### config.mk
export PLATFORM = sky130hd
export DESIGN_NAME = plist_cell
export DESIGN_NICKNAME = d
export VERILOG_FILES = /design/src/design/plist_pkg.sv /design/src/design/plist_cell.sv
export SDC_FILE = /design/constraint.sdc
export NUM_CORES = 1
export LEC_CHECK = 0
export ABC_AREA = 1
export BUFFER_PORTS_ARGS = -buffer_cell sky130_fd_sc_hd__buf_2
export CAP_MARGIN = 20
export CORE_ASPECT_RATIO = 1.4
export CORE_MARGIN = 2
export CORE_UTILIZATION = 46
export CTS_CLUSTER_DIAMETER = 150
export DETAILED_ROUTE_END_ITERATION = 10
export PLACE_DENSITY_LB_ADDON = 0.08
export SYNTH_ARGS = -nofsm -noshare
export SYNTH_HDL_FRONTEND = slang
export SYNTH_SLANG_ARGS = --single-unit
### constraint.sdc
create_clock -name clk -period 8.9 [get_ports clk]
set_clock_uncertainty 0.05 [all_clocks]
set_input_delay 1.335 -clock clk [delete_from_list [all_inputs] [get_ports clk]]
set_output_delay 1.335 -clock clk [all_outputs]
set_load 0.03 [all_outputs]
### src/design/plist_pkg.sv
// ----------------------------------------------------------------------------
// plist_pkg
// Shared types and constants for the positional list engine.
// ----------------------------------------------------------------------------
package plist_pkg;

    localparam int CAPACITY = 16;
    localparam int IDX_W    = $clog2(CAPACITY);
    localparam int CNT_W    = $clog2(CAPACITY + 1);
    localparam int OP_W     = 3;
    localparam int POS_W    = 5;
    localparam int WORD_W   = 32;
    localparam int STAT_W   = 2;
    localparam int AT_W     = (POS_W > CNT_W) ? POS_W : CNT_W;

    typedef enum logic [OP_W-1:0] {
        OP_INS_POS  = 3'd0,
        OP_INS_HEAD = 3'd1,
        OP_INS_TAIL = 3'd2,
        OP_REM_POS  = 3'd3,
        OP_REM_HEAD = 3'd4,
        OP_REM_TAIL = 3'd5
    } op_t;

    typedef enum logic [STAT_W-1:0] {
        ST_DONE  = 2'd0,
        ST_EMPTY = 2'd1,
        ST_RANGE = 2'd2,
        ST_FULL  = 2'd3
    } status_t;

    // broadcast to every cell
    typedef struct packed {
        logic                     ins;
        logic                     rem;
        logic [AT_W-1:0]          at;
        logic signed [WORD_W-1:0] word;
    } plist_cmd_t;

endpackage

### src/design/plist_cell.sv
// ----------------------------------------------------------------------------
// plist_cell
// One list slot. Shifts toward the tail on insert, toward the head on remove.
// ----------------------------------------------------------------------------
module plist_cell import plist_pkg::*;
(
    input  logic                     clk,
    input  plist_cmd_t               cmd,
    input  logic [AT_W-1:0]          index,
    input  logic signed [WORD_W-1:0] left_data,
    input  logic signed [WORD_W-1:0] right_data,
    output logic signed [WORD_W-1:0] data
);

    logic signed [WORD_W-1:0] entry_reg;
    logic signed [WORD_W-1:0] entry_next;

    always_comb
    begin
        entry_next = entry_reg;
        if (cmd.ins)
        begin
            if (index > cmd.at)
                entry_next = left_data;
            else if (index == cmd.at)
                entry_next = cmd.word;
        end
        else if (cmd.rem)
        begin
            if (index >= cmd.at)
                entry_next = right_data;
        end
    end

    always_ff @(posedge clk)
    begin
        entry_reg <= entry_next;
    end

    assign data = entry_reg;

endmodule

# Word level (Yosys, flattened, before mapping)
# Cells that the tools add are included.
# totals
in_bits	109
elab_cells	13
out_inout_bits	32
ff_bits	32
# classes
mux	5
n_eq_ne	2
order_cmp	2
reduce_logical	3
# ops
cell	n
2-to-1 mux 32 bit	5
== test 5 bit	1
greater-or-equal comparator 5 bit	1
greater-than comparator 5 bit	1
nonzero test 2 bit	2
!= test 3 x 1 -> 1 bit, second input constant	1
AND reduction 3 bit	1

# Longest topological paths before layout
# Gate-level depths: netlist of the first run.
# depth
depth_word	4
depth_mapped	11
mapped_depth_nobuf	10

# Worst setup path after synthesis of the first run
# Ideal clock, no wire load.
# synth_timing
kind	input-to-reg
start	input cmd[36] (netlist bit)
end	register entry_reg[0], in the netlist data[0] (enable)
n_path_buf	1
stages	9
path_slack_ns	4.847
required_time_ns	8.429
arrival_time_ns	3.582
path_cell_list	inv_1 -> ha_1 -> nand2_2 -> nor2_4 -> nand2_2 -> nand3_4 -> buf_4 -> a21oi_1 -> nor2_1
# synth_between
elab_chain_len	3
word_cells_on_any_way	6
classes_between	2 x order compare; 2 x eq/ne; 2 x reduce/logical
# synth_lines
item	line	text
start, declared	plist_cell.sv:8	input plist_cmd_t cmd,
greater-than comparator 5 bit, or another cell as far along	plist_cell.sv:23	if (index > cmd.at)
!= test 3 x 1 -> 1 bit (no source line) or nonzero test 2 bit (tied branches)	-	
AND reduction 3 bit (no source line) (*)	-	
end signal, assigned	plist_cell.sv:37	entry_reg <= entry_next;
end, declared	plist_cell.sv:15	logic signed [WORD_W-1:0] entry_reg;
# Every way passes the cells marked *; elsewhere a longest branch is shown, timed or not.
# A chain may end at the register's enable or synchronous reset.

# Worst setup path after layout of the first run
# layout_timing
start	input cmd[36] (netlist bit)
end	register entry_reg[18], in the netlist data[18] (enable)
# Same word-level chain as after synthesis.

==> flow_summary.toml, run 1 <==
[setup_path]
cp-end-kind = "register"
required_ps = 8760
worstPathMaxFanout = 34
path_class = "in2reg"
critical_path.startpoint = "cmd[36]"
cp.arrival_ps = 3170
critPathLaunchType = "input pin"

[layout]
largest_reg_flops = 32
diodes = 0
area.growth.synth_to_final_pct = 35.7
final_nets = 545
final_cell_mix = "buf_2 (140), nand2_1 (100), inv_1 (73), nand3_1 (64), edfxtp_1 (32)"
finish.utilization = 0.648
drive_gt1_frac = 0.356
final_common_cell = "buf_2"

[grt]
first_global_vias = 2097
grt_max_degree = 35
grt_use_total = 0.207
grt_overflow = 0
antenna_found_initial = 0
grt_first_pass_wirelength_microns = 8340

[sta]
fin_setup_tns_ps = 0
relSlewSlack = 0.331
worst_slack_ps = 5590
finalSetupViolations = 0
period_minus_slack_ps = 3310
final_hold_viol_count = 0
grt_setup_unrepaired = "no"
worst_slew_pin_slew_ps = 1000
finalCritPeriodShare = 0.371
fmax_mhz = 303
slew_violations = 0
whs_ps = 1270

[logic_synthesis]
yosys_warnings = 0
syn_inst = 300
yosysSeqAreaShare = 0.444
avgSynthCellArea_sq_um = 7.22
syn_area_sq_mm = 0.00216
synth_cell_types = 16
ys_seq_elements = 32
synth_fp_nets = 414

[die]
dieHeight_microns = 85.2
die_w_microns = 62.0
num_io_pins = 141
rows = 29
fp.dieArea_sq_mm = 0.00528
coreArea_sq_mm = 0.00454
start_util = 0.477

[clock_tree]
cts_sinks = 32
postCtsSetupRepairBufs = 0
cts_inserted_buffers = 5
tritoncts = "yes"
root_buffer = "clkbuf_8"
holdBufCountCts = 0
cts_resized = 0
cts_buffer_depth = 2
cts_max_level = 2
clkTransAtPathRegs_ps = 60

[placed_design]
dp.final_hpwl_microns = 3820
portBuffers = 140
pre_cts_ws_ps = 5250
place_congestion = 0.824

[worst_hold_path]
hold_path_class = "in2reg"
hold_start = "right_data[22]"

[route]
final_antenna_net_count = 0
num_vias = 2254
wire_per_inst_microns = 11.0
first_pass_iters = 4
drt-initial-drc-count = 107
routed_via_density = 4.56
wirelength_microns = 5420
drc_errors = 0

[power_and_ir_drop]
p_per_area_mw_per_mm2 = 164
ir_drop_v = 0.000102
leakage_uw = 0.00177

[job]
drv_cap = 0

[run_status]
outcome = "finished, final reports clean"
[routing by layer]
metal,share of wire,track usage,vias to the layer above
met1,0.39,0.209,967
met3,0.088,0.0640,11
li1,-,-,1176
met4,0.023,0.0812,0
met2,0.50,0.375,100
met5,0,0,-
[cell usage after synthesis, drive strengths merged]
master / number / share of area
nor2: 3 / 0.0087
edfxtp: 32 / 0.44
ha: 5 / 0.029
clkbuf: 6 / 0.010
buf: 10 / 0.034
inv: 73 / 0.13
nand3: 65 / 0.16
a21oi: 2 / 0.0046
nand2: 104 / 0.19
[path summary, 6_finish.rpt]
path	to	slack [ps]	depth (start not counted)
max	data[18]	5590	9
min	data[22]	1270	3
[power breakdown]
part,internal [uW],total (uW),leakage (uW),switching (uW)
sequential,199,205,0.000302,5.67
clock,53.0,106,0.0000453,52.6
combinational,54.6,173,0.00142,118
total,307,483,0.00177,176
[critical path, cell delays in order]
cell and delay, ps:
buf_2 80, inv_1 40, ha_1 300, nand2_2 80, nor2_4 140, nand2_2 70
nand3_4 280, a21oi_1 130, nor2_4 700
[stage by stage]
step | power, uW | cells | cell area [sq um]
2_1_floorplan | 329 | 300 | 2160
3_3_place_gp | 380 | 486 | 2860
3_5_place_dp | 382 | 486 | 2860
4_1_cts | 488 | 494 | 2940
5_1_grt | 510 | 494 | 2940
6_report | 483 | 494 | 2940
[cell families (layout without fill, tap and decap cells)]
family / Yosys count / count (layout) / synth area share
adders and majority gates: 5 / 5 / 0.0289
AOI/OAI and AO/OA: 2 / 2 / 0.00462
DFF: 32 / 32 / 0.444
buffers and inverters: 89 / 221 / 0.171
and+or+nand+nor: 172 / 172 / 0.352
[cell type report]
cell class	count	area, sq um
clock buffers	5	68.8
clock inverters	3	13.8
fillers	461	1600
inverters	73	274
multi-input cells	179	842
flip-flops and latches	32	961
well taps	62	77.6
repair buffers	140	701
Power figures use the tool's default switching activity.
==> run 2: changes to the inputs <==
--- a/config.mk
+++ b/config.mk
@@ -5,12 +5,12 @@
 export SDC_FILE = /design/constraint.sdc
 export NUM_CORES = 1
 export LEC_CHECK = 0
-export ABC_AREA = 1
+export ABC_AREA = 0
 export BUFFER_PORTS_ARGS = -buffer_cell sky130_fd_sc_hd__buf_2
 export CAP_MARGIN = 20
 export CORE_ASPECT_RATIO = 1.4
 export CORE_MARGIN = 2
-export CORE_UTILIZATION = 46
+export CORE_UTILIZATION = 38
 export CTS_CLUSTER_DIAMETER = 150
 export DETAILED_ROUTE_END_ITERATION = 10
 export PLACE_DENSITY_LB_ADDON = 0.08
==> constraint.sdc (replaced) <==
create_clock -name clk -period 3 [get_ports clk]
set_clock_uncertainty 0.05 [all_clocks]
set_input_delay 0.45 -clock clk [delete_from_list [all_inputs] [get_ports clk]]
set_output_delay 0.45 -clock clk [all_outputs]
set_load 0.03 [all_outputs]
==> flow_summary.toml, run 2 <==
[setup_path]
path_class = "in2reg"
path_delay_family = "buffers and inverters"
critPathLaunchType = "input pin"
crit_slowest_cell = "buf_4"
cp.arrival_ps = 1870
worstPathMaxFanout = 32
slowest_delay_ps = 370
crit_chain = "buf_2 -> inv_1 -> ha_1 -> clkinv_1 -> a21oi_1 -> o22a_1 -> buf_4"
required_ps = 2890
crit_buf_inv = 4
cp-end-kind = "register"

[route]
drc_errors = 0
routed_via_density = 5.49
num_vias = 2229
wirelength_microns = 6130
wire_per_inst_microns = 15.1
first_pass_iters = 4
final_antenna_net_count = 0
drt-initial-drc-count = 139

[clock_tree]
postCtsSetupRepairBufs = 0
clkTransAtPathRegs_ps = 60
holdBufCountCts = 0
tritoncts = "yes"
cts_buffer_depth = 2
cts_sinks = 32
cts_resized = 0
root_buffer = "clkbuf_8"
cts_inserted_buffers = 5
cts_max_level = 2

[logic_synthesis]
syn_inst = 205
synth_ff_type = "edfxtp_1"
synth_area_leaders = "edfxtp_1 (46%), o221a_1 (16%), o22ai_1 (9.6%)"
synth_edf_count = 32
synth_fp_nets = 319
ys_seq_elements = 32
synth.top_cell.area_share = 0.462
syn_area_sq_mm = 0.00208
synthTopCellsByCount = "a21oi_1 (34), nor2_1 (34), edfxtp_1 (32), o22ai_1 (32), o221a_1 (30)"
async_flop_share = 0
yosysTopAreaCell = "edfxtp_1"
yosys_warnings = 0
synth_cell_types = 20
yosysSeqAreaShare = 0.462
avgSynthCellArea_sq_um = 10.1

[layout]
design_area_sq_mm = 0.00290
largest_reg_flops = 32
diodes = 0
final_nets = 453
final_cell_mix = "buf_2 (140), a21oi_1 (34), nor2_1 (33), o22ai_1 (32), edfxtp_1 (32)"
drive_gt1_frac = 0.465
area.growth.synth_to_final_pct = 39.5
fillerInstances = 530
finish.utilization = 0.554
final_common_cell = "buf_2"

[job]
drv_cap = 0

[sta]
finalSetupViolations = 0
finalCritPeriodShare = 0.660
final_hold_viol_count = 0
relSlewSlack = 0.568
fin_setup_tns_ps = 0
fmax_mhz = 505
grt_setup_unrepaired = "no"
worst_slack_ps = 1020
slew_violations = 0
worst_slew_pin_slew_ps = 648
period_minus_slack_ps = 1980

[die]
die_w_microns = 66.5
num_io_pins = 141
dieHeight_microns = 91.5
start_util = 0.397
rows = 31
fp.dieArea_sq_mm = 0.00608
coreArea_sq_mm = 0.00524

[worst_hold_path]
hold_path_class = "in2reg"

[grt]
antenna_found_initial = 0
grt_max_degree = 35
first_global_vias = 2033
grt_use_total = 0.201
grt_overflow = 0
grt_first_pass_wirelength_microns = 9430

[power_and_ir_drop]
p_per_area_mw_per_mm2 = 501
ir_drop_v = 0.000188
leakage_uw = 0.00126
p_total_uw = 1450

[placed_design]
pre_cts_ws_ps = 702
portBuffers = 140
placed_cell_area_sq_mm = 0.00282
place_congestion = 0.760
dp.final_hpwl_microns = 4560

[run_status]
outcome = "finished, final reports clean"
run 2: power by group:
part	switching (uW)	total, uW	internal (uW)	leakage, uW
clock network	152	313	161	0.0000399
registers	15.3	603	588	0.000309
logic	339	536	197	0.000913
run 2: area by class of cell:
class	instances	area, sq um	area share
flip-flops and latches	32	961	0.331
repair buffers	148	773	0.267
clock buffers	7	76.3	0.0263
clock inverters	1	3.75	0.00129
inverters	7	26.3	0.00906
well taps	66	82.6	0.0285
multi-input cells	145	976	0.337
run 2: metrics by stage:
| step | cells | hold slack (ps) |
|---|---|---|
| after floorplan | 205 | 651 |
| after global placement | 398 | 754 |
| after detailed placement | 398 | 757 |
| after CTS | 406 | 459 |
| after global routing | 406 | 459 |
| final | 406 | 466 |
run 2: path summary, 6_finish.rpt:
check                 cells past startpoint       end     startpoint
worst max-delay path                      7  data[31]       index[0]
worst min-delay path                      2  data[18]  left_data[18]
run 2: cell families after synthesis:
family	count (synthesis)	share of synthesized area
fa+ha+maj	5	0.0301
compound gates	102	0.366
flops	32	0.462
simple gates	38	0.0722
buf+inv	28	0.0692
run 2: per-layer routing:
| metal | wire (microns) | share of wire | GRT usage |
|---|---|---|---|
| met1 | 2480 | 0.40 | 0.241 |
| met3 | 557 | 0.091 | 0.0520 |
| met2 | 2950 | 0.48 | 0.330 |
| met5 | 0 | 0 | 0 |
| met4 | 146 | 0.024 | 0.0901 |
==> run 3: changes to the inputs <==
==> constraint.sdc (replaced) <==
create_clock -name clk -period 1.6 [get_ports clk]
set_clock_uncertainty 0.05 [all_clocks]
set_input_delay 0.24 -clock clk [delete_from_list [all_inputs] [get_ports clk]]
set_output_delay 0.24 -clock clk [all_outputs]
set_load 0.03 [all_outputs]
==> flow_summary.toml, run 3 (synthesis results as in run 2) <==
[run_status]
outcome = "complete, but fails checks"
violations = "setup timing"

[grt]
grt_first_pass_wirelength_microns = 9930
grt_max_degree = 21
first_global_vias = 2148
grt_use_total = 0.209
grt_overflow = 0
antenna_found_initial = 0

[power_and_ir_drop]
leakage_uw = 0.00138
p_per_area_mw_per_mm2 = 943
p_total_uw = 3050
ir_drop_v = 0.000599

[worst_hold_path]
hold_path_class = "in2reg"
hold_start = "left_data[7]"

[clock_tree]
root_buffer = "clkbuf_8"
cts_inserted_buffers = 5
cts_buffer_depth = 2
cts_sinks = 32
holdBufCountCts = 0
tritoncts = "yes"
clkTransAtPathRegs_ps = 70
cts_max_level = 2

[route]
drc_errors = 0
first_pass_iters = 4
drt-initial-drc-count = 194
final_antenna_net_count = 0
routed_via_density = 5.56
wire_per_inst_microns = 16.0
num_vias = 2326
wirelength_microns = 6670

[layout]
drive_gt1_frac = 0.531
final_cell_mix = "buf_2 (135), nor2_1 (33), o22ai_1 (32), a21oi_1 (32), edfxtp_1 (32)"
final_nets = 465
largest_reg_flops = 32
finish.utilization = 0.618
final_common_cell = "buf_2"
area.growth.synth_to_final_pct = 55.8
diodes = 0

[die]
die_w_microns = 66.5
rows = 31
fp.dieArea_sq_mm = 0.00608
num_io_pins = 141
dieHeight_microns = 91.5
start_util = 0.397
coreArea_sq_mm = 0.00524

[sta]
relSlewSlack = 0.748
grt_setup_unrepaired = "yes"
fmax_mhz = 613
worst_slack_ps = -30.3
final_hold_viol_count = 0
finalSetupViolations = 17
worst_slew_pin_slew_ps = 376
slew_violations = 0
period_minus_slack_ps = 1630
fin_setup_tns_ps = -155
finalCritPeriodShare = 1.02
whs_ps = 256

[setup_path]
cp-end-kind = "register"
crit_slowest_cell = "or3_4"
worstPathMaxFanout = 20
crit_chain = "buf_6 -> ha_4 -> a21oi_2 -> o21ai_2 -> or3_4 -> buf_12 -> o221a_2"
cp.arrival_ps = 1620
path_class = "in2reg"
required_ps = 1590
slowest_delay_ps = 390
critical_path.startpoint = "index[2]"
critPathLaunchType = "input pin"

[placed_design]
place_congestion = 0.818
pre_cts_ws_ps = -406
dp.final_hpwl_microns = 4830
portBuffers = 140

[job]
drv_cap = 0
run 3: layer usage:
layer	wire [microns]	share of wire	global-route usage	vias up
met5	0	0	0	-
met4	124	0.019	0.0680	0
met3	604	0.091	0.0558	12
met2	3350	0.50	0.348	115
met1	2590	0.39	0.258	1077
li1	-	-	-	1122
run 3: path summary, 6_finish.rpt:
path | endpoint | slack [ps] | cells after the start
max | data[0] | -30 | 7
min | data[7] | 260 | 2
run 3: final cells by class:
| cell class | instances | area, sq um |
|---|---|---|
| Tap cell | 66 | 82.6 |
| Clock buffer | 5 | 68.8 |
| Multi-Input combinational cell | 145 | 1070 |
| Sequential cell | 32 | 961 |
| Fill cell | 503 | 2000 |
| Clock inverter | 3 | 37.5 |
| Timing Repair Buffer | 160 | 980 |
| Inverter | 7 | 36.3 |
run 3: what timing repair did:
action | in CTS | in global routing
endpoints found under the setup margin | 32 | 32
pin swaps | 1 | 2
setup buffers | 1 | 0
cloned | 1 | 1
gates resized for setup | 18 | 5
run 3: stage by stage:
stage / instance area (sq um) / std cells
after floorplan: 2160 / 205
final: 3240 / 418
after detailed placement: 3000 / 408
after global placement: 3000 / 408
after global routing: 3240 / 418
after CTS: 3230 / 418
run 3: critical path: cells and delay by family:
kind | cells | cell delay (ps)
AND/OR/NAND/NOR | 1 | 390
AO/OA/AOI/OAI | 3 | 480
adder cells (fa/ha/maj) | 1 | 230
buffers and inverters | 2 | 280
run 3: power by group:
part           switching, uW  internal (uW)
combinational            681            478
clock                    310            454
sequential              29.6           1100
