$ cat src/design/plist_pkg.sv
// ----------------------------------------------------------------------------
// plist_pkg
// Shared types and constants for the positional list engine.
// ----------------------------------------------------------------------------
package plist_pkg;

    localparam int CAPACITY = 16;
    localparam int IDX_W    = $clog2(CAPACITY);
    localparam int CNT_W    = $clog2(CAPACITY + 1);
    localparam int OP_W     = 3;
    localparam int POS_W    = 5;
    localparam int WORD_W   = 32;
    localparam int STAT_W   = 2;
    localparam int AT_W     = (POS_W > CNT_W) ? POS_W : CNT_W;

    typedef enum logic [OP_W-1:0] {
        OP_INS_POS  = 3'd0,
        OP_INS_HEAD = 3'd1,
        OP_INS_TAIL = 3'd2,
        OP_REM_POS  = 3'd3,
        OP_REM_HEAD = 3'd4,
        OP_REM_TAIL = 3'd5
    } op_t;

    typedef enum logic [STAT_W-1:0] {
        ST_DONE  = 2'd0,
        ST_EMPTY = 2'd1,
        ST_RANGE = 2'd2,
        ST_FULL  = 2'd3
    } status_t;

    // broadcast to every cell
    typedef struct packed {
        logic                     ins;
        logic                     rem;
        logic [AT_W-1:0]          at;
        logic signed [WORD_W-1:0] word;
    } plist_cmd_t;

endpackage

$ cat src/design/plist_ctrl.sv
// ----------------------------------------------------------------------------
// plist_ctrl
// Decodes one word, checks bounds, keeps the entry count, drives the cells.
// ----------------------------------------------------------------------------
module plist_ctrl import plist_pkg::*;
(
    input  logic                     clk,
    input  logic                     rst_n,
    input  logic                     accept,
    input  logic [OP_W-1:0]          operation,
    input  logic [POS_W-1:0]         position,
    input  logic signed [WORD_W-1:0] value,
    output plist_cmd_t               cmd,
    output status_t                  status,
    output logic [CNT_W-1:0]         count_next
);

    logic [CNT_W-1:0] count_reg;
    logic [AT_W-1:0]  count_ext;
    logic [AT_W-1:0]  pos_ext;
    logic [AT_W-1:0]  at;
    logic             is_ins;
    logic             is_rem;
    logic             ok;

    assign count_ext = AT_W'(count_reg);
    assign pos_ext   = AT_W'(position);

    always_comb
    begin
        is_ins = 1'b0;
        is_rem = 1'b0;
        at     = '0;
        unique case (op_t'(operation))
            OP_INS_POS:  begin is_ins = 1'b1; at = pos_ext;           end
            OP_INS_HEAD: begin is_ins = 1'b1; at = '0;                end
            OP_INS_TAIL: begin is_ins = 1'b1; at = count_ext;         end
            OP_REM_POS:  begin is_rem = 1'b1; at = pos_ext;           end
            OP_REM_HEAD: begin is_rem = 1'b1; at = '0;                end
            OP_REM_TAIL: begin is_rem = 1'b1; at = count_ext - 1'b1;  end
            default:     ;
        endcase
    end

    always_comb
    begin
        status = ST_DONE;
        if (is_ins)
        begin
            priority if (at > count_ext)
                status = ST_RANGE;
            else if (count_ext >= AT_W'(CAPACITY))
                status = ST_FULL;
            else
                status = ST_DONE;
        end
        else if (is_rem)
        begin
            priority if (count_reg == '0)
                status = ST_EMPTY;
            else if (at >= count_ext)
                status = ST_RANGE;
            else
                status = ST_DONE;
        end
    end

    assign ok = (status == ST_DONE);

    always_comb
    begin
        cmd.ins  = accept && is_ins && ok;
        cmd.rem  = accept && is_rem && ok;
        cmd.at   = at;
        cmd.word = value;
    end

    always_comb
    begin
        count_next = count_reg;
        if (is_ins && ok)
            count_next = CNT_W'(count_reg + 1'b1);
        else if (is_rem && ok)
            count_next = CNT_W'(count_reg - 1'b1);
    end

    always_ff @(posedge clk or negedge rst_n)
    begin
        if (!rst_n)
            count_reg <= '0;
        else if (accept)
            count_reg <= count_next;
    end

endmodule

$ cat config.mk
export PLATFORM = sky130hd
export DESIGN_NAME = plist_ctrl
export DESIGN_NICKNAME = d
export VERILOG_FILES = /design/src/design/plist_pkg.sv /design/src/design/plist_ctrl.sv
export SDC_FILE = /design/constraint.sdc
export NUM_CORES = 1
export LEC_CHECK = 0
export BUFFER_PORTS_ARGS = -buffer_cell sky130_fd_sc_hd__buf_2
export CORE_UTILIZATION = 30
export DETAILED_ROUTE_END_ITERATION = 10
export PLACE_DENSITY_LB_ADDON = 0.12
export SYNTH_ARGS = -nofsm -noshare
export SYNTH_HDL_FRONTEND = slang
export SYNTH_SLANG_ARGS = --single-unit
export TNS_END_PERCENT = 30
$ cat constraint.sdc
create_clock -name clk -period 8.9 [get_ports clk]
set_input_delay 0.89 -clock clk [delete_from_list [all_inputs] [get_ports clk]]
set_output_delay 0.89 -clock clk [all_outputs]
set_load 0.02 [all_outputs]
[Yosys cells after proc, flatten, opt, wreduce, memory -nomap -nowiden]
Index checks and enable logic that the tools add are counted.
Storage, ports and cells
  register bits after elaboration: 5
  input port bits: 43
  word-level logic and storage cells: 34
Cells by class
  add/subtract/negate cells: 2
  order comparisons: 3
  eq/ne operators: 5
  muxes and demuxes: 11
  reductions and logical operators: 12
Operator list (count)
  case mux 5 bit (3 select lines): 1
  2-to-1 mux 2 bit: 6
  2-to-1 mux 5 bit: 2
  equality test 3 x 2 -> 1 bit (second input constant): 2
  equality test 3 bit (second input constant): 2
  logical AND 1 bit: 6
  OR reduction 3 bit: 2
  adder 5 x 1 -> 5 bit (second input constant): 1
  greater-or-equal comparator 5 bit: 1
  greater-or-equal comparator 5 bit (second input constant): 1
  greater-than comparator 5 bit: 1
  zero test 5 bit: 1
  subtractor 5 x 1 -> 5 bit (second input constant): 1
  equality test 3 x 1 -> 1 bit (second input constant): 1
  zero test 3 bit: 1
  zero test 2 bit: 1
  2-to-1 mux 1 bit: 2
  OR reduction 2 bit: 1

[Depth between registers and ports, before layout]
Gate-level depths: netlist of the first run.
  depth after elaboration: 12
  gate-level depth with buffers: 14
  depth with buffers taken out: 14

[Worst setup path after synthesis of the first run]
No wires, ideal clock.
  kind: input port to output port
  from: input operation[0]
  to: output count_next[4]
  arrival: 3558 ps
  required time: 8010 ps
  path slack: 4452 ps
  cell stages on the path: 11
  cells stage by stage: clkbuf_1 nor3b_1 a41oi_1 o21ai_0 ha_1 nand4_1 o22a_1 a22oi_2 a211oi_4 a21oi_1 a31oi_1
RTL lines
  start, declared: line plist_ctrl.sv:10  | input logic [OP_W-1:0] operation,
  end, declared: line plist_ctrl.sv:15  | output logic [CNT_W-1:0] count_next

[Worst setup path after layout of the first run]
  from: register count_reg[0], in the netlist count_ext[0]
  to: output count_next[4]
On the way
  longest elaborated chain between the ends: 11
RTL lines
  start, declared: line plist_ctrl.sv:18  | logic [CNT_W-1:0] count_reg;
  start signal, assigned: line plist_ctrl.sv:92  | count_reg <= count_next;
  subtractor 5 x 1 -> 5 bit: line plist_ctrl.sv:40, plist_ctrl.sv:84
  case mux 5 bit (3 select lines): line plist_ctrl.sv:34  | unique case (op_t'(operation))
  greater-or-equal comparator 5 bit: line plist_ctrl.sv:61  | else if (at >= count_ext)
  2-to-1 mux 2 bit: line plist_ctrl.sv:61
  2-to-1 mux 2 bit: line plist_ctrl.sv:59  | priority if (count_reg == '0)
  2-to-1 mux 2 bit: line plist_ctrl.sv:57  | else if (is_rem)
  2-to-1 mux 2 bit: line plist_ctrl.sv:48  | if (is_ins)
  zero test 2 bit: line plist_ctrl.sv:68  | assign ok = (status == ST_DONE);
  logical AND 1 bit: line plist_ctrl.sv:83  | else if (is_rem && ok)
  2-to-1 mux 5 bit: line plist_ctrl.sv:83
  2-to-1 mux 5 bit *: line plist_ctrl.sv:81  | if (is_ins && ok)
Mark *: on every way between the ends. The rest lies on a longest branch, timed or not.

==> impl_summary.md, run 1 <==
STA
Setup violations remaining at the end of the flow were counted as 0. The transition time at the pin with the least slew margin is 0.536 ns. The sum of negative setup slack is 0 ns. The worst slew margin relative to its limit is 0.640. The final cycle utilization of the critical path is 0.527. Setup repair after global routing left no endpoint under its margin.

The count of pins over their slew limit is 0. The number of hold violations in the final report is 0. The largest clock skew in the final design is 0.00113 ns. Derived from the worst setup path, the maximum achievable clock frequency is 0.213 GHz.

Final hold analysis gives a worst-case slack of 0.480 ns. The shortest period the worst path allows is 4.69 ns.

Floorplan
The die is 63.6 µm tall. The floorplan step defined a die boundary enclosing 4050 µm². The width of the die is 63.6 µm.

The number of rows created at floorplan is 22. The number of top-level design ports is 89. The placeable core region is 3660 µm².

For this configuration, the core starts out at a cell density of 0.311.

Detailed routing
After detailed routing, the met3 layer carries 195 µm of wire. Once detail routing completed, the nets flagged for antenna violations numbered 0. The first TritonRoute pass finished after 4 iterations. The sum of routed wire length over all layers is 2.92 mm. The detailed router used layers up to and including met4. The vias after detailed routing is 970. The detail-routed via count per cell is 5.13. After detailed routing, the average wire length per cell comes to 15.4 µm. After detailed routing, the number of remaining DRC violations is 0. The iteration-0 DRC count of the detailed router is 35. The detailed router put a total of 1.32 mm of wire on met1. Summed over all nets, wire length on met2 after detailed routing comes to 1.39 mm.

Pwr
The power per unit of standard cell area is 338 nW/µm². The worst-case IR drop observed on VDD is 63.1 µV. Summed over all cells, the static leakage comes to 0.479 nW.

Yosys
Averaged over all synthesized cells, the footprint is 7.54 µm². The number of enable-type register cells in the synthesized netlist is 0. The largest area contributor in the netlist is sky130_fd_sc_hd__buf_4. In the synthesized netlist the dominant register cell turns out to be sky130_fd_sc_hd__dfrtp_1. The number of standard cells after synthesis is 151. The count of state elements after synthesis is 5. For this run, the register share of the synthesized area comes to 0.110.

The share of flip-flops with an asynchronous set or reset is 1.00. Of the post-synthesis cell area, the dominant cell type holds 0.211. In this run, distinct cell masters in the synthesized netlist total 38. The yosys synthesis warning count is 0.

The number of nets handed over by synthesis was 202. The most frequently used cell type in the post-synthesis netlist is sky130_fd_sc_hd__buf_4. Ranked by instance count, the synthesized netlist is headed by 32 x sky130_fd_sc_hd__buf_4, 13 x sky130_fd_sc_hd__nand2_1, 10 x sky130_fd_sc_hd__a21oi_1, 10 x sky130_fd_sc_hd__inv_1, 8 x sky130_fd_sc_hd__ha_1. After synthesis the cells add up to 1140 µm².

By area the synthesized netlist is led by sky130_fd_sc_hd__buf_4 21%, sky130_fd_sc_hd__dfrtp_1 11%, sky130_fd_sc_hd__ha_1 8.8%, sky130_fd_sc_hd__xnor2_1 4.6%, sky130_fd_sc_hd__a21oi_1 4.4%.

Clock network
Counting every sink on the clock net gives 5. The clock latency on the worst-skew pair is 0.22 ns. In this run the number of H-tree levels came out at 1. After clock tree synthesis, the clock-pin slew on the worst setup and hold paths is 0.04 ns. The CTS buffer count is 3. The TritonCTS clock tree is yes. The number of gates resized after CTS was 0. The library cell used as clock root buffer is sky130_fd_sc_hd__clkbuf_8. After clock tree synthesis, the setup repair step added 0 buffers.

The worst-case clock buffer depth is 2. Hold repair after CTS inserted 0 buffers.

Placement
After legalization and detailed placement, the total HPWL measured 2.40 mm. The count of buffers added on input and output ports is 24. The weighted congestion at the end of routability-driven global placement is 0.865.

Flow run
The count of max-cap constraint violations is 0.

Cells and area
Of the cells placed in the final design, the portion with a size suffix greater than 1 is 0.262. For this run, the share of the core covered by cells in the final layout is 0.296. The total of fill cells in the finished design is 404. The number of nets in the final layout is 193. The number of flip-flops in the largest register is 5. The area added between synthesis and finish is -4.94%.

0 antenna diodes ended up in the layout.

Setup path
The critical path in this run is classified as register to output pin. The worst-path maximum fanout is 6. The data arrival time of the critical path is 3.80 ns.

The sum of buffers and inverters on the critical path is 3. The required time of the worst setup path is 8.01 ns. The worst setup path is launched from a register. On the worst path, the slowest cell contributes a delay of 0.43 ns. Grouping stages by cell kind, the critical path spends the most delay in compound AO/OA/AOI/OAI gates.

The type of element capturing the critical path is an output pin. Walking the worst path, the cells encountered are inv_1 > ha_1 > inv_1 > nor3_1 > o2bb2ai_1 > a21oi_1 > o21ai_0 > ha_1 > nand4_1 > o22a_1 > a31oi_2 > mux2_4 > a21oi_1 > a31oi_1 > buf_2. The largest individual stage delay along the critical path comes from the cell sky130_fd_sc_hd__dfrtp_1.

Global route
The pin count of the biggest net entering global routing is 17. The global-route usage over all layers is 0.150. The via count of the first global-routing pass is 963. The number of antenna violations at the first check in global routing is 0. The sum of overflow across all layers after global routing is 0.

The first-pass GRT wire length is 4.78 mm.

Outcome
The run finished with clean final reports.

Min path
The path type of the worst min-delay path is input pin to async pin.
-- layout make-up --
class	instances	area, µm²	share of cell area
inverters	10	37.5	0.0347
flip-flops and latches	5	125	0.116
well taps	48	60.1	0.0555
repair buffers	24	120	0.111
clock buffers	4	45.0	0.0416
multi-input cells	98	694	0.642
-- power by group --
group          switching [W]  internal (W)
clock              0.0000108     0.0000307
sequential         0.0000273     0.0000341
combinational       0.000160      0.000103
total               0.000198      0.000167
-- per-layer routing --
metal,vias up,GRT usage
li1,485,-
met1,445,0.189
met2,36,0.249
met3,4,0.0326
met4,0,0.0483
met5,-,0
-- cells in the final DEF, fill, tap and decap left out, drive strengths merged, types with 2 or more instances in the layout --
master,count
a211oi,2
a21oi,10
a22oi,5
a31oi,5
and2,2
and3,3
and4,2
buf,24
clkbuf,4
dfrtp,5
ha,8
inv,10
mux2,3
nand2,13
nand3,2
nor2,6
nor3,5
nor3b,2
o21ai,9
o22a,2
o22ai,4
o2bb2ai,2
xnor2,6
-- kinds of logic after synthesis --
kind of cell | share of synthesized area
compound gates | 0.253
mux | 0.0330
simple gates | 0.190
xor+xnor | 0.0462
fa+ha+maj | 0.0879
flops | 0.110
buf+inv | 0.280
-- final timing paths --
kind | to | from | depth (start not counted) | slack (ns)
worst max-delay path | count_next[4] | count_ext[0] | 15 | 4.21
worst min-delay path | count_ext[4] | rst_n | 1 | 0.48
worst max register to register | count_ext[4] | count_ext[0] | 14 | 5.32
worst min register to register | count_ext[2] | count_ext[2] | 1 | 0.68
max in group asynchronous | count_ext[2] | rst_n | 1 | 8.29
min in group clk | count_ext[2] | count_ext[2] | 1 | 0.68
-- metrics by stage --
stage               instances  setup slack [ns]  cell area [µm²]  total power, W
finish                    189              4.21             1080        0.000366
global route              189              3.79             1080        0.000400
CTS                       189              4.17             1080        0.000370
detailed placement        185              4.43             1040        0.000326
global placement          185              4.45             1040        0.000324
floorplan                 151              4.45             1140        0.000275
Power figures use the tool's default switching activity.
==> inputs of run 2 (changes only) <==
==> constraint.sdc (replaced) <==
create_clock -name clk -period 4.06 [get_ports clk]
set_input_delay 0.406 -clock clk [delete_from_list [all_inputs] [get_ports clk]]
set_output_delay 0.406 -clock clk [all_outputs]
set_load 0.02 [all_outputs]
==> impl_summary.md, run 2 (synthesis results as in run 1) <==
Clock network
The TritonCTS sink count is 5. After clock tree synthesis, the clock-pin slew on the worst setup and hold paths is 0.04 ns. The CTS buffer count is 3. The maximum level of the CTS H-tree is 1.

The clock reaches the later pin of the worst-skew pair after 0.22 ns. The worst-case clock buffer depth is 2. TritonCTS built the clock tree.

The library cell used as clock root buffer is sky130_fd_sc_hd__clkbuf_8.

Placement
The estimated wirelength of the detail-placed design is 2.38 mm. Buffers placed on the I/O ports in this run total 24. Once placement finished, the instance area stood at 1060 µm². The weighted congestion at the end of routability-driven global placement is 0.799.

Setup path
The type of element capturing the critical path is an output pin. The slack of the worst reg-to-reg path is 0.74 ns. For the worst setup path, the data arrival time is 3.38 ns. Data on the critical path is required at its endpoint by 3.65 ns. The largest individual stage delay along the critical path comes from the cell sky130_fd_sc_hd__dfrtp_1. The critical path class is register to output pin. Counting buffers and inverters, the worst setup path is 15 cells deep.

The critical path goes through inv_2 > ha_1 > inv_1 > nor3_4 > o2bb2ai_1 > a21oi_1 > o21ai_0 > ha_1 > nand4_1 > o22a_1 > and2_1 > and3_1 > a2bb2oi_1 > mux2_2 > buf_2. The kind of cell adding the most delay to the critical path is compound AO/OA/AOI/OAI gates. The worst-path maximum fanout is 6. The delay of the slowest cell on the worst path is 0.44 ns.

The sum of buffers and inverters on the critical path is 3. STA classifies the critical path startpoint as a register. The cell repeated most along the worst path is sky130_fd_sc_hd__ha_1.

Counting cells, the worst reg-to-reg path comes to 16.

Global route
The via count of the first global-routing pass is 1,020. The sum of overflow across all layers after global routing is 0. The first-pass GRT wire length is 4.99 mm. Entering global routing, the biggest net connects 17 pins.

The number of antenna violations at the first check in global routing is 0. In the global route stage, overall resource usage came out at 0.154.

Cells and area
The finished cells cover 1150 µm². Leaving out fill and tap cells, the most frequent cells in the layout are 24 x sky130_fd_sc_hd__buf_2, 13 x sky130_fd_sc_hd__nand2_1, 10 x sky130_fd_sc_hd__a21oi_1. From synthesis to final layout, the design area changed by 1.10%. The total of fill cells in the finished design is 412. The number of flip-flops in the largest register is 5. The most frequent standard cell in the layout excluding fill and tap cells is sky130_fd_sc_hd__buf_2. After the last flow step, the layout net total stands at 199. The number of antenna diodes in the final layout is 0.

The fraction of layout instances using a drive strength above 1 is 0.306.

Floorplan
The vertical die dimension is 63.6 µm. In this run the horizontal extent of the chip is 63.6 µm. The number of top-level design ports is 89. Row generation in the floorplan step produced 22 rows.

For this configuration, the core starts out at a cell density of 0.311. After floorplanning, the core was sized to cover 3660 µm². The die covers 4050 µm².

Detailed routing
Across all layers, the routed design uses 1,020 vias. After detailed routing, the number of vias per cell comes to 5.23. The routed design has 3.04 mm of wire. The iteration-0 DRC count of the detailed router is 65. For this run, design rule violations remaining after detail routing come to 0. The count of nets left with antenna violations once routing finished came out at 0. In the final routed layout, each cell accounts on average for 15.6 µm. The first detailed-routing pass took 4 iterations.

Pwr
For this design the static power due to leakage is 0.517 nW. The power per unit of standard cell area is 734 nW/µm². The largest voltage drop on the vdd net is 171 µV.

STA
The count of pins over their slew limit came to 0. The largest clock skew in the final design is 0.00199 ns. The number of hold violations in the final report is 0.

The shortest period the worst path allows is 3.78 ns. The worst slew margin relative to its limit is 0.622. On the final layout, the worst hold slack is 0.481 ns. The number of setup violations in the final report is 0.

For the pin with the worst max-slew slack, the measured transition is 0.563 ns. Dividing the final minimum period by the clock period gives 0.932. The maximum clock frequency is 0.264 GHz.

Min path
The worst hold path belongs to the class input pin to register. The cell depth of the worst hold path is 2.

Flow run
Max-cap violations in this run came to 0.

Outcome
The flow ran to the end, and the final reports show no timing, DRC or antenna violations.
## run 2: cell types whose count changed in the layout (fill, tap and decap cells not counted), sizes merged
cell,before,now
buf,24,29
clkbuf,4,3
clkinv,0,1
dlygate4sd3,0,1
## run 2: area by class of cell
type | count | area, µm² | share of cell area
multi-input cells | 98 | 714 | 0.621
repair buffers | 30 | 168 | 0.146
flip-flops and latches | 5 | 125 | 0.109
well taps | 48 | 60.1 | 0.0522
clock buffers | 3 | 41.3 | 0.0359
inverters | 10 | 37.5 | 0.0326
clock inverters | 1 | 5.00 | 0.00435
## run 2: worst paths after layout
path,from,endpoint
worst max-delay path,count_ext[0],count_next[1]
worst min-delay path,accept,count_ext[3]
worst max register to register,count_ext[0],count_ext[1]
worst min register to register,count_ext[4],count_ext[4]
max in group asynchronous,rst_n,count_ext[1]
min in group asynchronous,rst_n,count_ext[4]
## run 2: stage by stage
| step | utilization | power (W) | cells | TNS (ns) | setup slack (ns) |
|---|---|---|---|---|---|
| finish | 0.314 | 0.000845 | 195 | 0 | 0.276 |
| global route | 0.314 | 0.000930 | 195 | -0.00403 | -0.00403 |
| CTS | 0.309 | 0.000837 | 195 | 0 | 0.0645 |
| detailed placement | 0.289 | 0.000721 | 188 | 0 | 0.240 |
| global placement | 0.289 | 0.000732 | 188 | 0 | 0.336 |
| floorplan | - | 0.000602 | 151 | 0 | 0.130 |
## run 2: worst register-to-register path: stages, from the launching register on
cell                        delay, ns
sky130_fd_sc_hd__dfrtp_1         0.44
sky130_fd_sc_hd__inv_2           0.15
sky130_fd_sc_hd__ha_1            0.20
sky130_fd_sc_hd__inv_1           0.09
sky130_fd_sc_hd__nor3_4          0.17
sky130_fd_sc_hd__o2bb2ai_1       0.10
sky130_fd_sc_hd__a21oi_1         0.14
sky130_fd_sc_hd__o21ai_0         0.12
sky130_fd_sc_hd__ha_1            0.36
sky130_fd_sc_hd__nand4_1         0.15
sky130_fd_sc_hd__o22a_1          0.28
sky130_fd_sc_hd__a22oi_2         0.32
sky130_fd_sc_hd__a211oi_4        0.08
sky130_fd_sc_hd__buf_4           0.17
sky130_fd_sc_hd__buf_4           0.14
sky130_fd_sc_hd__and4_1          0.19
sky130_fd_sc_hd__nor3_2          0.15
## run 2: routing by layer
metal | share of wire | track usage | up-vias
met3 | 0.075 | 0.0453 | 4
met4 | 0.0030 | 0.0313 | 0
met5 | 0 | 0 | -
met2 | 0.48 | 0.270 | 40
li1 | - | - | 497
met1 | 0.45 | 0.184 | 479
## run 2: timing repair
action                                  in CTS  in global routing
hold endpoints to repair                     5                  0
gates cloned                                 0                  0
pin swaps                                    1                  1
gates resized for setup                      0                  4
hold buffers                                 1                  0
setup buffers                                2                  0
endpoints found under the setup margin       1                  7
## run 2: power breakdown
group	switching (W)	total, W	internal [W]
Combinational	0.000374	0.000625	0.000250
Sequential	0.0000522	0.000127	0.0000746
Clock	0.0000277	0.0000939	0.0000662
